--- config.mk ---
export PLATFORM = sky130hd
export DESIGN_NAME = whb_div
export DESIGN_NICKNAME = d
export VERILOG_FILES = /design/src/weighted_histogram_binner_defines.svh /design/src/whb_pkg.sv /design/src/whb_div.sv
export SDC_FILE = /design/constraint.sdc
export NUM_CORES = 1
export LEC_CHECK = 0
export BUFFER_PORTS_ARGS = -buffer_cell sky130_fd_sc_hd__buf_4
export CAP_MARGIN = 20
export CORE_MARGIN = 2
export CORE_UTILIZATION = 55
export DETAILED_ROUTE_END_ITERATION = 16
export PLACE_DENSITY_LB_ADDON = 0.1
export RECOVER_POWER = 50
export SLEW_MARGIN = 40
export SYNTH_ARGS = -nofsm -noshare
export SYNTH_HDL_FRONTEND = slang
export SYNTH_SLANG_ARGS = --single-unit
--- constraint.sdc ---
create_clock -name clk -period 5.1 [get_ports clk]
set_input_delay 0.255 -clock clk [delete_from_list [all_inputs] [get_ports clk]]
set_output_delay 0.255 -clock clk [all_outputs]
set_load 0.03 [all_outputs]
--- src/weighted_histogram_binner_defines.svh ---
// Assertion macros for the weighted histogram binner.
`ifndef WEIGHTED_HISTOGRAM_BINNER_DEFINES_SVH
`define WEIGHTED_HISTOGRAM_BINNER_DEFINES_SVH

`ifndef SYNTH
// Same-cycle implication, disabled during reset.
`define WHB_ASSERT_IMP(label, clk, rst_n, ante, cons, msg) \
	label: assert property (@(posedge clk) disable iff (!rst_n) (ante) |-> (cons)) \
		else $error(msg);
// Next-cycle implication, disabled during reset.
`define WHB_ASSERT_NXT(label, clk, rst_n, ante, cons, msg) \
	label: assert property (@(posedge clk) disable iff (!rst_n) (ante) |=> (cons)) \
		else $error(msg);
`else
`define WHB_ASSERT_IMP(label, clk, rst_n, ante, cons, msg)
`define WHB_ASSERT_NXT(label, clk, rst_n, ante, cons, msg)
`endif

`endif

--- src/whb_pkg.sv ---
// Shared types, codes and helpers of the weighted histogram binner.
`timescale 1ns / 1ps

package whb_pkg;

	localparam int MAX_BINS = 1024;
	localparam int IDX_W    = $clog2(MAX_BINS);
	localparam int NB_W     = IDX_W + 1;
	localparam int CNT_W    = 32;
	localparam int SMP_W    = 32;
	localparam int BS_W     = 31;
	localparam int WGT_W    = 16;
	localparam int DIV_STEPS = SMP_W;
	localparam int DIV_CNT_W = $clog2(DIV_STEPS);

	// Operation codes
	localparam logic [1:0] OP_ADD   = 2'd0;
	localparam logic [1:0] OP_CLEAR = 2'd1;
	localparam logic [1:0] OP_READ  = 2'd2;

	// Result status codes
	localparam logic [2:0] ST_UNDER   = 3'd0;
	localparam logic [2:0] ST_IN_BIN  = 3'd1;
	localparam logic [2:0] ST_OVER    = 3'd2;
	localparam logic [2:0] ST_CLEARED = 3'd3;
	localparam logic [2:0] ST_BEYOND  = 3'd4;

	// Configuration register indexes
	localparam logic [1:0] REG_LOWER    = 2'd0;
	localparam logic [1:0] REG_BIN_SIZE = 2'd1;
	localparam logic [1:0] REG_NUM_BINS = 2'd2;

	typedef struct packed {
		logic             start;
		logic [SMP_W-1:0] dividend;
		logic [BS_W-1:0]  divisor;
	} div_req_t;

	typedef struct packed {
		logic             done;
		logic [SMP_W-1:0] quot;
		logic             rem_nz;
	} div_rsp_t;

	// Saturating count update
	function automatic logic [CNT_W-1:0] sat_add(input logic [CNT_W-1:0] a,
			input logic [WGT_W-1:0] w);
		logic [CNT_W:0] s;
		s = {1'b0, a} + {{(CNT_W + 1 - WGT_W){1'b0}}, w};
		return s[CNT_W] ? {CNT_W{1'b1}} : s[CNT_W-1:0];
	endfunction

endpackage

--- src/whb_div.sv ---
// Restoring divider, one quotient bit per cycle.
`timescale 1ns / 1ps

module whb_div import whb_pkg::*; (
	input  logic     clk,
	input  logic     arst_n,
	input  div_req_t req,
	output div_rsp_t rsp
);

	logic                 busy_q;
	logic                 done_q;
	logic [DIV_CNT_W-1:0] cnt_q;
	logic [SMP_W-1:0]     quot_q;
	logic [BS_W-1:0]      rem_q;
	logic [BS_W-1:0]      dvs_q;
	logic [SMP_W:0]       trial;
	logic                 borrow;

	// Trial subtract of the divisor from the shifted partial remainder
	assign trial  = {1'b0, rem_q, quot_q[SMP_W-1]} - {2'b00, dvs_q};
	assign borrow = trial[SMP_W];

	// Sequence the steps
	always_ff @(posedge clk or negedge arst_n) begin
		if (!arst_n) begin
			busy_q <= 1'b0;
			done_q <= 1'b0;
			cnt_q  <= '0;
		end else begin
			done_q <= !req.start && busy_q && (cnt_q == DIV_CNT_W'(DIV_STEPS - 1));
			if (req.start) begin
				busy_q <= 1'b1;
				cnt_q  <= '0;
			end else if (busy_q) begin
				cnt_q <= cnt_q + 1'b1;
				if (cnt_q == DIV_CNT_W'(DIV_STEPS - 1)) begin
					busy_q <= 1'b0;
				end
			end
		end
	end

	// Shift in one quotient bit per step
	always_ff @(posedge clk) begin
		if (req.start) begin
			quot_q <= req.dividend;
			rem_q  <= '0;
			dvs_q  <= req.divisor;
		end else if (busy_q) begin
			quot_q <= {quot_q[SMP_W-2:0], ~borrow};
			if (borrow) begin
				rem_q <= {rem_q[BS_W-2:0], quot_q[SMP_W-1]};
			end else begin
				rem_q <= trial[BS_W-1:0];
			end
		end
	end

	assign rsp.done   = done_q;
	assign rsp.quot   = quot_q;
	assign rsp.rem_nz = |rem_q;

endmodule

==> summary.md <==
| Metric | Value |
|---|---|
| Status | finished, violations left |
| Failing checks | capacitance limit, slew limit |
| Die Ht | 109 µm |
| GRT overflow | 0 |
| Leakage | 2.93 nW |
| Worst EP arrival | 3.59 ns |
| Die area | 11900 µm² |
| Peak supply drop | 0.547 mV |
| Internal power | 1.99 mW |
| First-pass GRT wire length | 22.4 mm |
| CTS tree | yes |
| Sw Ratio | 0.416 |
| Crit Path Class | primary input to flop |
| Syn Inst Count | 580 |
| DRC violation count after routing | 0 |
| Crit path time final | 3.45 ns |
| Vias | 4839 |
| Number of global-route vias before repair | 4711 |
| Synthesized area per cell | 10.5 µm² |
| Clock transition at path regs | 0.10 ns |
| Fraction of layout cells with a size suffix above 1 | 0.215 |
| Routed length on met3 | 1.08 mm |
| Fin crit share | 0.676 |
| Final HPWL from detailed placement | 9.97 mm |
| CTS H-Tree Depth | 3 |
| Fill count | 906 |
| Setup TNS after final layout | 0 ns |
| GRT Util Overall | 0.243 |
| Final WS setup | 1.65 ns |
| Post-synthesis sequential area ratio | 0.442 |
| Row Count | 38 |
| Async set-reset flop share out of synthesis | 0.0693 |
| Hold Crit Class | primary input to flop |
| Root Buffer | clkbuf_8 |
| Via density per instance | 5.94 |
| Core area | 10800 µm² |
| Number of flops mapped to enable cells by yosys | 63 |
| Slew headroom | -0.639 |
| Clock share of power | 0.165 |
| PD cells | 493 nW/µm² |
| Die extent in x | 109 µm |
| Drt total wl | 13.7 mm |
| Setup bufs post-CTS | 0 |
| Max Fclk | 290 MHz |
| Crit-path max FO | 51 |
| Unique cell type count in the Yosys netlist | 77 |
| Ant diodes | 0 |
| Seq. cell area | 2690 µm² |
| I/O Buffers | 99 |
| Clk sink count | 101 |
| Unrepaired setup endpoints after global routing | no |
| Multi-input gate area | 3030 µm² |
| Syn Nets | 680 |
| Comb pwr share | 0.488 |
| Clock buffer count from CTS | 9 |
| TritonRoute pass-1 iters | 5 |
| Initial antenna violation count | 0 |
| Crit. End Element | flop |
| Drt wl/cell | 16.8 µm |
| Mapped Area | 6080 µm² |
| CP required | 5.24 ns |
| Final nets | 769 |
| Endpoints failing setup | 0 |
| Starting Density | 0.563 |
| Wire length on met2 | 6.23 mm |
| Routed Antenna Nets | 0 |
| Commonest non-fill, non-tap cells in the layout | edfxtp_1 (63), nand2_1 (60), nor2_1 (47) |
| Final hold viol count | 0 |
| Synth Register Bits | 101 |
| Pre-CTS setup slack | 1.90 ns |
| Clk_lat worst skew | 0.38 ns |
| Post-CTS sizing | 0 |
| Number of primary I/O pins | 100 |
| Startpoint types | primary input |
| 1st-iter DRT viols | 383 |
| Ys flop type | edfxtp_1 |
| Max Root-Sink Buffers | 2 |
| Warning count from the yosys run | 0 |
| Top sig layer | met4 |
| Commonest non-fill, non-tap cell in the layout | edfxtp_1 |
| Net Sw Power | 1.42 mW |
| Largest net degree at the start of global routing | 52 |
| Layout area overhead | 13.7% |
| Max-Cap Viols | 1 |
| Slew Viols, Final | 46 |
| Seq pwr share | 0.347 |
| Gpl congestion | 0.949 |
| Skew final | 0.00825 ns |
| Slew @ Worst Pin | 2.46 ns |
| Met1 wire length | 6.02 mm |
-- worst paths after layout --
kind | start | to | slack (ns) | cells past startpoint
max | req[63] | quot_q[31] | 1.65 | 3
min reg2reg | rem_q[12] | rem_q[13] | 0.52 | 2
max in group asynchronous | arst_n | busy_q | 4.54 | 2
min | req[8] | dvs_q[8] | 0.06 | 1
max reg2reg | rem_q[10] | rem_q[11] | 1.84 | 10
min in group asynchronous | arst_n | cnt_q[4] | 0.28 | 2
-- critical path: stages --
cell      delay, ns
clkbuf_1       1.70
clkbuf_2       1.16
mux2_2         0.44
-- cells by family (layout without fill, tap and decap cells) --
kind of cell | Yosys count | in the layout | synth area share
and+or+nand+nor | 181 | 181 | 0.147
adders and majority gates | 34 | 34 | 0.0713
buffers and inverters | 66 | 160 | 0.0595
AOI/OAI and AO/OA | 136 | 136 | 0.175
muxes | 38 | 38 | 0.0702
DFF | 101 | 101 | 0.442
xor gates and xnor gates | 24 | 24 | 0.0346
-- per-layer routing --
layer,vias up,global-route usage
met2,205,0.386
met4,0,0.101
met5,-,0
met3,27,0.0717
met1,2270,0.308
li1,2337,-
-- power groups by stage --
| stage | combinational, mW | sequential [mW] | clock, mW |
|---|---|---|---|
| after floorplan | 1.28 | 1.20 | 0 |
| after global placement | 1.63 | 1.19 | 0 |
| after detailed placement | 1.66 | 1.19 | 0 |
| after CTS | 1.67 | 1.18 | 0.582 |
| after global routing | 1.82 | 1.20 | 0.608 |
| final | 1.66 | 1.18 | 0.563 |
-- cell type report --
class                      instances  area share
tap                              140      0.0254
clock buffer                      10      0.0185
multi-input combinational        413       0.438
clock inverter                     6      0.0125
timing repair buffer             105      0.0951
inverter                          39      0.0212
sequential                       101       0.389
-- metrics by stage --
| step | cells | utilization | instance area [µm²] | hold slack [ns] | total power [mW] |
|---|---|---|---|---|---|
| after floorplan | 580 | - | 6080 | -0.0406 | 2.48 |
| after global placement | 797 | 0.632 | 6820 | 0.0678 | 2.82 |
| after detailed placement | 797 | 0.632 | 6820 | 0.0705 | 2.85 |
| after CTS | 814 | 0.652 | 7040 | 0.0146 | 3.43 |
| after global routing | 814 | 0.640 | 6910 | 0.0353 | 3.62 |
| final | 814 | 0.640 | 6910 | 0.0630 | 3.40 |
-- synth_stat cells, drive strengths merged, types with 10 or more instances --
cell / n / area, µm²
nand2: 61 / 236
inv: 39 / 146
a21o: 11 / 83.8
and3: 10 / 68.8
a21oi: 23 / 115
dfxtp: 31 / 621
edfxtp: 63 / 1890
a311oi: 24 / 248
o21ai: 22 / 110
nor2: 47 / 176
nand4: 10 / 62.6
nand3: 13 / 65.1
ha: 33 / 413
mux2: 34 / 387
xnor2: 17 / 149
buf: 10 / 97.6
clkbuf: 15 / 96.3
-- registers in the layout (all words and copies together) (netlist names) --
signal and count:
busy_q 1, cnt_q 5, done_q 1, dvs_q 31, quot_q 32, rem_q 31
-- repair_timing --
action | 4_1_cts | 5_1_grt
hold buffers | 1 | 0
endpoints found under the hold margin | 7 | 0
setup endpoints to repair | 0 | 0
(Power assumes the default switching activity.)
